===== src/hdl/trs_pkg.sv =====
// trs_pkg: constants, request codes and shared types for the time range selection table
// no dependencies; imported by trs_in_if, the cell and the top level
`default_nettype none

package trs_pkg;

  localparam int MAX_RANGES = 16;
  localparam int CNT_W      = $clog2(MAX_RANGES + 1);
  localparam int TIME_W     = 64;

  // request codes
  localparam logic [1:0] REQ_SELECT   = 2'd0;
  localparam logic [1:0] REQ_UNSELECT = 2'd1;
  localparam logic [1:0] REQ_CLEAR    = 2'd2;
  localparam logic [1:0] REQ_QUERY    = 2'd3;

  // status codes
  localparam logic [1:0] ST_OK      = 2'd0;
  localparam logic [1:0] ST_FULL    = 2'd1;
  localparam logic [1:0] ST_NOMATCH = 2'd2;

  typedef logic [TIME_W-1:0] time_t;

  // request as broadcast to every cell, ends already in order
  typedef struct packed {
    logic [1:0] kind;
    time_t      lo;
    time_t      hi;
    time_t      t;
  } req_t;

  // signals passed from one cell to the next
  typedef struct packed {
    logic taken;
    logic hit;
  } chain_t;

endpackage

`default_nettype wire


===== src/hdl/trs_cell.sv =====
// trs_cell: one slot of the range table with its compare logic
// depends on trs_pkg; cells are chained through chain_t in the top level
`default_nettype none

module trs_cell
  import trs_pkg::*;
(
  input  wire logic   clk,
  input  wire logic   rst_n,
  input  wire logic   fire,
  input  wire req_t   req,
  input  wire chain_t chain_in,
  output chain_t      chain_out
);

  logic  valid_r, valid_nxt;
  time_t lo_r;
  time_t hi_r;
  logic  free;
  logic  match;
  logic  covers;
  logic  take_here;

  assign free   = !valid_r;
  assign match  = valid_r && (lo_r == req.lo) && (hi_r == req.hi);
  assign covers = valid_r && ($signed(req.t) >= $signed(lo_r)) &&
                  ($signed(req.t) <= $signed(hi_r));

  always_comb begin
    unique case (req.kind)
      REQ_SELECT:   take_here = free && !chain_in.taken;
      REQ_UNSELECT: take_here = match && !chain_in.taken;
      default:      take_here = 1'b0;
    endcase
  end

  assign chain_out.taken = chain_in.taken | take_here;
  assign chain_out.hit   = chain_in.hit | covers;

  always_comb begin
    valid_nxt = valid_r;
    if (fire) begin
      unique case (req.kind)
        REQ_SELECT:   if (take_here) valid_nxt = 1'b1;
        REQ_UNSELECT: if (take_here) valid_nxt = 1'b0;
        REQ_CLEAR:    valid_nxt = 1'b0;
        default:      valid_nxt = valid_r;
      endcase
    end
  end

  always_ff @(posedge clk) begin
    if (!rst_n) begin
      valid_r <= 1'b0;
    end else begin
      valid_r <= valid_nxt;
    end
  end

  // slot payload, written only when a select claims this cell
  always_ff @(posedge clk) begin
    if (fire && (req.kind == REQ_SELECT) && take_here) begin
      lo_r <= req.lo;
      hi_r <= req.hi;
    end
  end

endmodule

`default_nettype wire


===== config.mk =====
export PLATFORM = sky130hd
export DESIGN_NAME = trs_cell
export DESIGN_NICKNAME = d
export VERILOG_FILES = /design/src/hdl/trs_pkg.sv /design/src/hdl/trs_cell.sv
export SDC_FILE = /design/constraint.sdc
export NUM_CORES = 1
export LEC_CHECK = 0
export ABC_AREA = 1
export BUFFER_PORTS_ARGS = -buffer_cell sky130_fd_sc_hd__buf_2
export CAP_MARGIN = 20
export CORE_AREA = 2 2 108 162
export DETAILED_ROUTE_END_ITERATION = 12
export DIE_AREA = 0 0 110 164
export PLACE_DENSITY = 0.79
export SKIP_LAST_GASP = 1
export SYNTH_ARGS = -nofsm -noshare
export SYNTH_HDL_FRONTEND = slang
export SYNTH_SLANG_ARGS = --single-unit

===== constraint.sdc =====
create_clock -name clk -period 10.8 [get_ports clk]
set_input_delay 1.08 -clock clk [delete_from_list [all_inputs] [get_ports clk]]
set_output_delay 1.08 -clock clk [all_outputs]
set_load 0.02 [all_outputs]

======== After elaboration in Yosys (flattened, before gate mapping) ========
Cells that the tools add are included.
storage, ports and cells
  memories ................................ 0
  bits in registers ....................... 129
  ROM bits ................................ 0
  memory bits (writable) .................. 0
  bits in latches ......................... 0
  input port bits ......................... 199
operators by class
  multipliers ............................. 0
  equal/unequal tests ..................... 6
  muxes and demuxes ....................... 4
  $lt $le $gt $ge ......................... 2
  shift operators ......................... 0
  add/subtract/negate cells ............... 0
  reduce and logical (&&, ||, !) cells .... 13
  divide/modulo/power cells ............... 0
  bitwise gates (word level) .............. 2
operator list
  cell                                           number
  == test 64 bit                                 2
  greater-or-equal comparator 64 bit             1
  less-or-equal comparator 64 bit                1
  logical AND 1 bit                              8
  inequality test 2 bit, second input constant   2
  AND reduction 4 bit                            1
  case mux 1 bit (3 select lines)                1
  nonzero test 3 bit                             1
  == test 2 x 1 -> 1 bit, second input constant  1
  == test 2 bit, second input constant           1
  logical NOT 1 bit                              2
  logical NOT 2 bit                              1
  two-way mux 1 bit                              2
  bitwise OR 1 bit                               2
  case mux 1 bit (2 select lines)                1

======== Logic depth before layout (Yosys ltp) ========
  depth in word-level cells ............... 7
  mapped depth ............................ 18
  depth with buffers taken out ............ 18

======== Least setup slack after synthesis ========
OpenSTA, ideal clock, no wires.
  path type ............................... input-to-reg
  from .................................... input port req[193] (netlist name)
  to ...................................... register hi_r[0], enable pin
  cell stages on the path ................. 12
  arrival ................................. 7.308 ns
  path slack .............................. 2.876 ns
  path through ............................ inv_1 ha_1 nand3_1 nor2_1 nand2_1 nor2_1 nand2_1 nor2_2 nand3_1 nand2_2 nand3_1 nor2_1
on the way
  word-level cells in the longest chain between the ends .. 3
  elaborated cells between the ends (all ways) .. 5
  classes of those cells .................. 1 x eq/ne; 1 x mux; 3 x reduce/logical
RTL lines
  element                                                               line                            RTL
  start: declaration                                                    trs_cell.sv:11                  input wire req_t req,
  == test 2 x 1 -> 1 bit or logical NOT 2 bit (tied branches)           trs_cell.sv:30, trs_cell.sv:62
  case mux 1 bit (2 select lines) or logical AND 1 bit (tied branches)  trs_cell.sv:30, trs_cell.sv:62
  logical AND 1 bit (*)                                                 trs_cell.sv:62                  if (fire && (req.kind == REQ_SELECT) && take_here) begin
  end signal: assignment                                                trs_cell.sv:64                  hi_r <= req.hi;
  end: declaration                                                      trs_cell.sv:18                  time_t hi_r;
Every way passes the cells marked *; elsewhere a longest branch is shown, timed or not.
A chain may end at the register's enable or synchronous reset.

==> run summary <==
• **startpoint type of the worst setup path** input pin
• **setup repair bufs after CTS** 0
• **remaining max-slew budget at the tightest pin** 0.274
• **dominant cell type by area after synthesis** edfxtp_1
• **number of placed instances with taps included** 1,476
• **Clk network pwr share** 0.462
• **element type at the critical path end** primary output
• **global-route usage over all layers** 0.256
• **total overflow reported by the global router** 0
• **share of final-layout standard cells stronger than drive strength 1** 0.190
• **unrepaired setup endpoints after global routing** no
• **hold-fix buffer count after cts** 0
• **met2 Resource Use GR** 0.480
• **CTS tree** yes
• **Total Die Area** 0.0180 mm²
• **pin slew with the least headroom to its limit** 1.09 ns
• **worst-case clock skew** 0.0161 ns
• **flop and latch count out of synthesis** 129
• **number of global-route vias before repair** 7,811
• **number of gates resized after cts** 0
• **Die Span X** 110 µm
• **wire length of the first global-routing pass** 35,200 µm
• **path category of the worst min-delay check** reg2reg
• **largest net degree at the start of global routing** 82
• **count of flip-flops with a built-in enable after synthesis** 128
• **met1 Track Usage GR** 0.277
• **number of failing hold endpoints at the final stage** 0
• **Period Utilization, post-route** 0.419
• **Worst Path Arrival** 3.45 ns
• **status** finished, final reports clean
• **core box area** 0.0166 mm²
• **Seq pwr share** 0.420
• **required time reported for the critical path endpoint** 9.72 ns
• **startpoint of the lowest-slack register-to-register path** hi_r[22]
• **Mapped Avg Cell Area** 8.60 µm²
• **Worst setup startpoint** req[63]
• **area fraction of the dominant cell type after synthesis** 0.420
• **H-tree Lvls** 4
• **die height** 164 µm
• **Cell variety after synth** 29
• **count of TritonRoute iterations in the first routing pass** 5
• **maximum vdd drop** 102 µV
• **final setup fails** 0
• **DRC violation count after routing** 0
• **Leak Pwr** 5.51 nW
• **antenna violations before repair** 6
• **part of the Yosys area used for sequential elements** 0.422
• **Final Cell Area** 0.0111 mm²
• **Max-cap violations** 0
• **CP Max Fanout** 4
• **peak-usage layer in the global routing report** met2
• **most common cell after layout, fill and taps aside** nand2_1
• **internal power summed over all cells** 1.01 mW
• **final period demand of the worst path** 4.53 ns
• **vias** 7,748
• **routed vias/inst** 5.12
• **Net Switching** 0.318 mW
• **achievable frequency** 221 MHz
• **Warnings, synthesis** 0
• **Std-Cell Rows** 58
• **Final Instance Count excl. Fillers** 1,513
• **most frequent cells in the layout** nand2_1, inv_1, buf_2, ha_1, edfxtp_1
• **post-route ant nets** 0
• **Post-Route Setup TNS** 0 ns
• **1st-iter DRT viols** 358
• **number of clock sinks** 129
• **drt total wl** 22,900 µm
• **final RePlAce weighted congestion** 0.893
• **post-synthesis instance total** 1,064
• **starting density of the core** 0.551
• **number of nets at the end of the flow** 1,614
• **Switching Fraction** 0.239
• **fraction of met3 tracks used by global routing** 0.0397
• **total CTS buffers** 17
• **DP Area** 0.0104 mm²
• **proportion of power drawn by combinational gates** 0.119
• **number of buffers on the longest clock path** 2
• **area grow syn2layout** 21.0%
• **largest cells by area after synthesis** edfxtp_1, ha_1, nand2_1, inv_1, xnor2_1
• **pins over their slew limit** 0
• **Util after Layout** 0.666
• **areal power density over the cells** 120 mW/mm²
• **worst min-delay path startpoint** valid_r
• **share of flip-flops with an asynchronous set or reset** 0
• **latest clock arrival within the worst-skew pair** 0.42 ns
• **average wire per standard cell** 15.2 µm
• **most used flip-flop cell after synthesis** edfxtp_1
• **number of top-level pins** 201
• **DP Wirelength** 18,500 µm
• **syn nets** 1,393
• **CP Class** in2out
• **CTS root buf** clkbuf_16
• **register clock-pin slew on the reported worst setup and hold paths** 0.06 ns
• **total standard cell area after synthesis** 0.00915 mm²
• **Port-buffer cells** 200
state kept, by name (all words and copies together), names as in the netlist:
signal   count
valid_r      1
hi_r        64
lo_r        64
power groups by stage:
| stage | sequential, mW | combinational, mW | clock [mW] |
|---|---|---|---|
| 4_1_cts | 0.558 | 0.158 | 0.620 |
| 2_1_floorplan | 0.569 | 0.0809 | 0 |
| 3_3_place_gp | 0.569 | 0.151 | 0 |
| 6_report | 0.558 | 0.158 | 0.615 |
| 3_5_place_dp | 0.569 | 0.156 | 0 |
| 5_1_grt | 0.559 | 0.180 | 0.639 |
Yosys cell counts, drive strengths merged, types with 3 or more instances:
master,instances
a211oi,4
nand4,28
xnor2,47
o211ai,6
edfxtp,128
nor2,73
nand2,262
xor2,6
o21a,5
nor3,4
nand3b,6
or2,3
inv,214
nand3,22
ha,130
a21oi,69
nor4,4
o21ai,47
through the flow:
stage	power [mW]	hold WS, ns	worst slack (ns)
2_1_floorplan	0.650	0.490	2.88
3_3_place_gp	0.720	0.561	6.31
3_5_place_dp	0.725	0.576	6.26
4_1_cts	1.34	0.585	6.25
5_1_grt	1.38	0.619	6.15
6_report	1.33	0.590	6.27
per-layer routing:
layer / up-vias / routed length [µm]
met2: 214 / 12300
li1: 3959 / -
met3: 45 / 978
met4: 2 / 717
met5: - / 7
met1: 3528 / 8920
logic make-up (layout without fill, tap and decap cells):
family	count (synthesis)	count (layout)	share of synthesized area
and+or+nand+nor	405	405	0.184
xor gates and xnor gates	53	53	0.0507
adders and majority gates	130	130	0.178
DFF	129	129	0.422
buffers and inverters	214	447	0.0878
AOI/OAI and AO/OA	133	133	0.0778
other	0	6	0
path summary, 6_finish.rpt:
check | slack [ns] | cells past startpoint | to
setup / recovery | 6.27 | 15 | chain_out[0]
hold / removal | 0.59 | 2 | valid_r
setup reg to reg | 7.80 | 12 | hi_r[18]
hold reg to reg | 0.59 | 2 | valid_r
critical path, cell delays in order:
cell     delay, ns
buf_2         0.11
ha_1          0.38
nand2_1       0.09
inv_1         0.06
nand3_1       0.11
nor4_1        0.61
and3_1        0.35
nand2_1       0.09
nand2_1       0.07
nand2_1       0.05
nand2_1       0.06
nand2_1       0.08
nand3_1       0.08
nand2_1       0.06
buf_2         0.16
layout make-up:
| cell class | count | area, µm² |
|---|---|---|
| multi-input cells | 721 | 4490 |
| flip-flops and latches | 129 | 3860 |
| inverters | 214 | 803 |
| repair buffers | 202 | 1020 |
| clock buffers | 18 | 429 |
| well taps | 210 | 263 |
| fillers | 1421 | 5550 |
| diodes | 6 | 15.0 |
| clock inverters | 13 | 188 |
No activity file was read; power rests on OpenSTA's default activity.
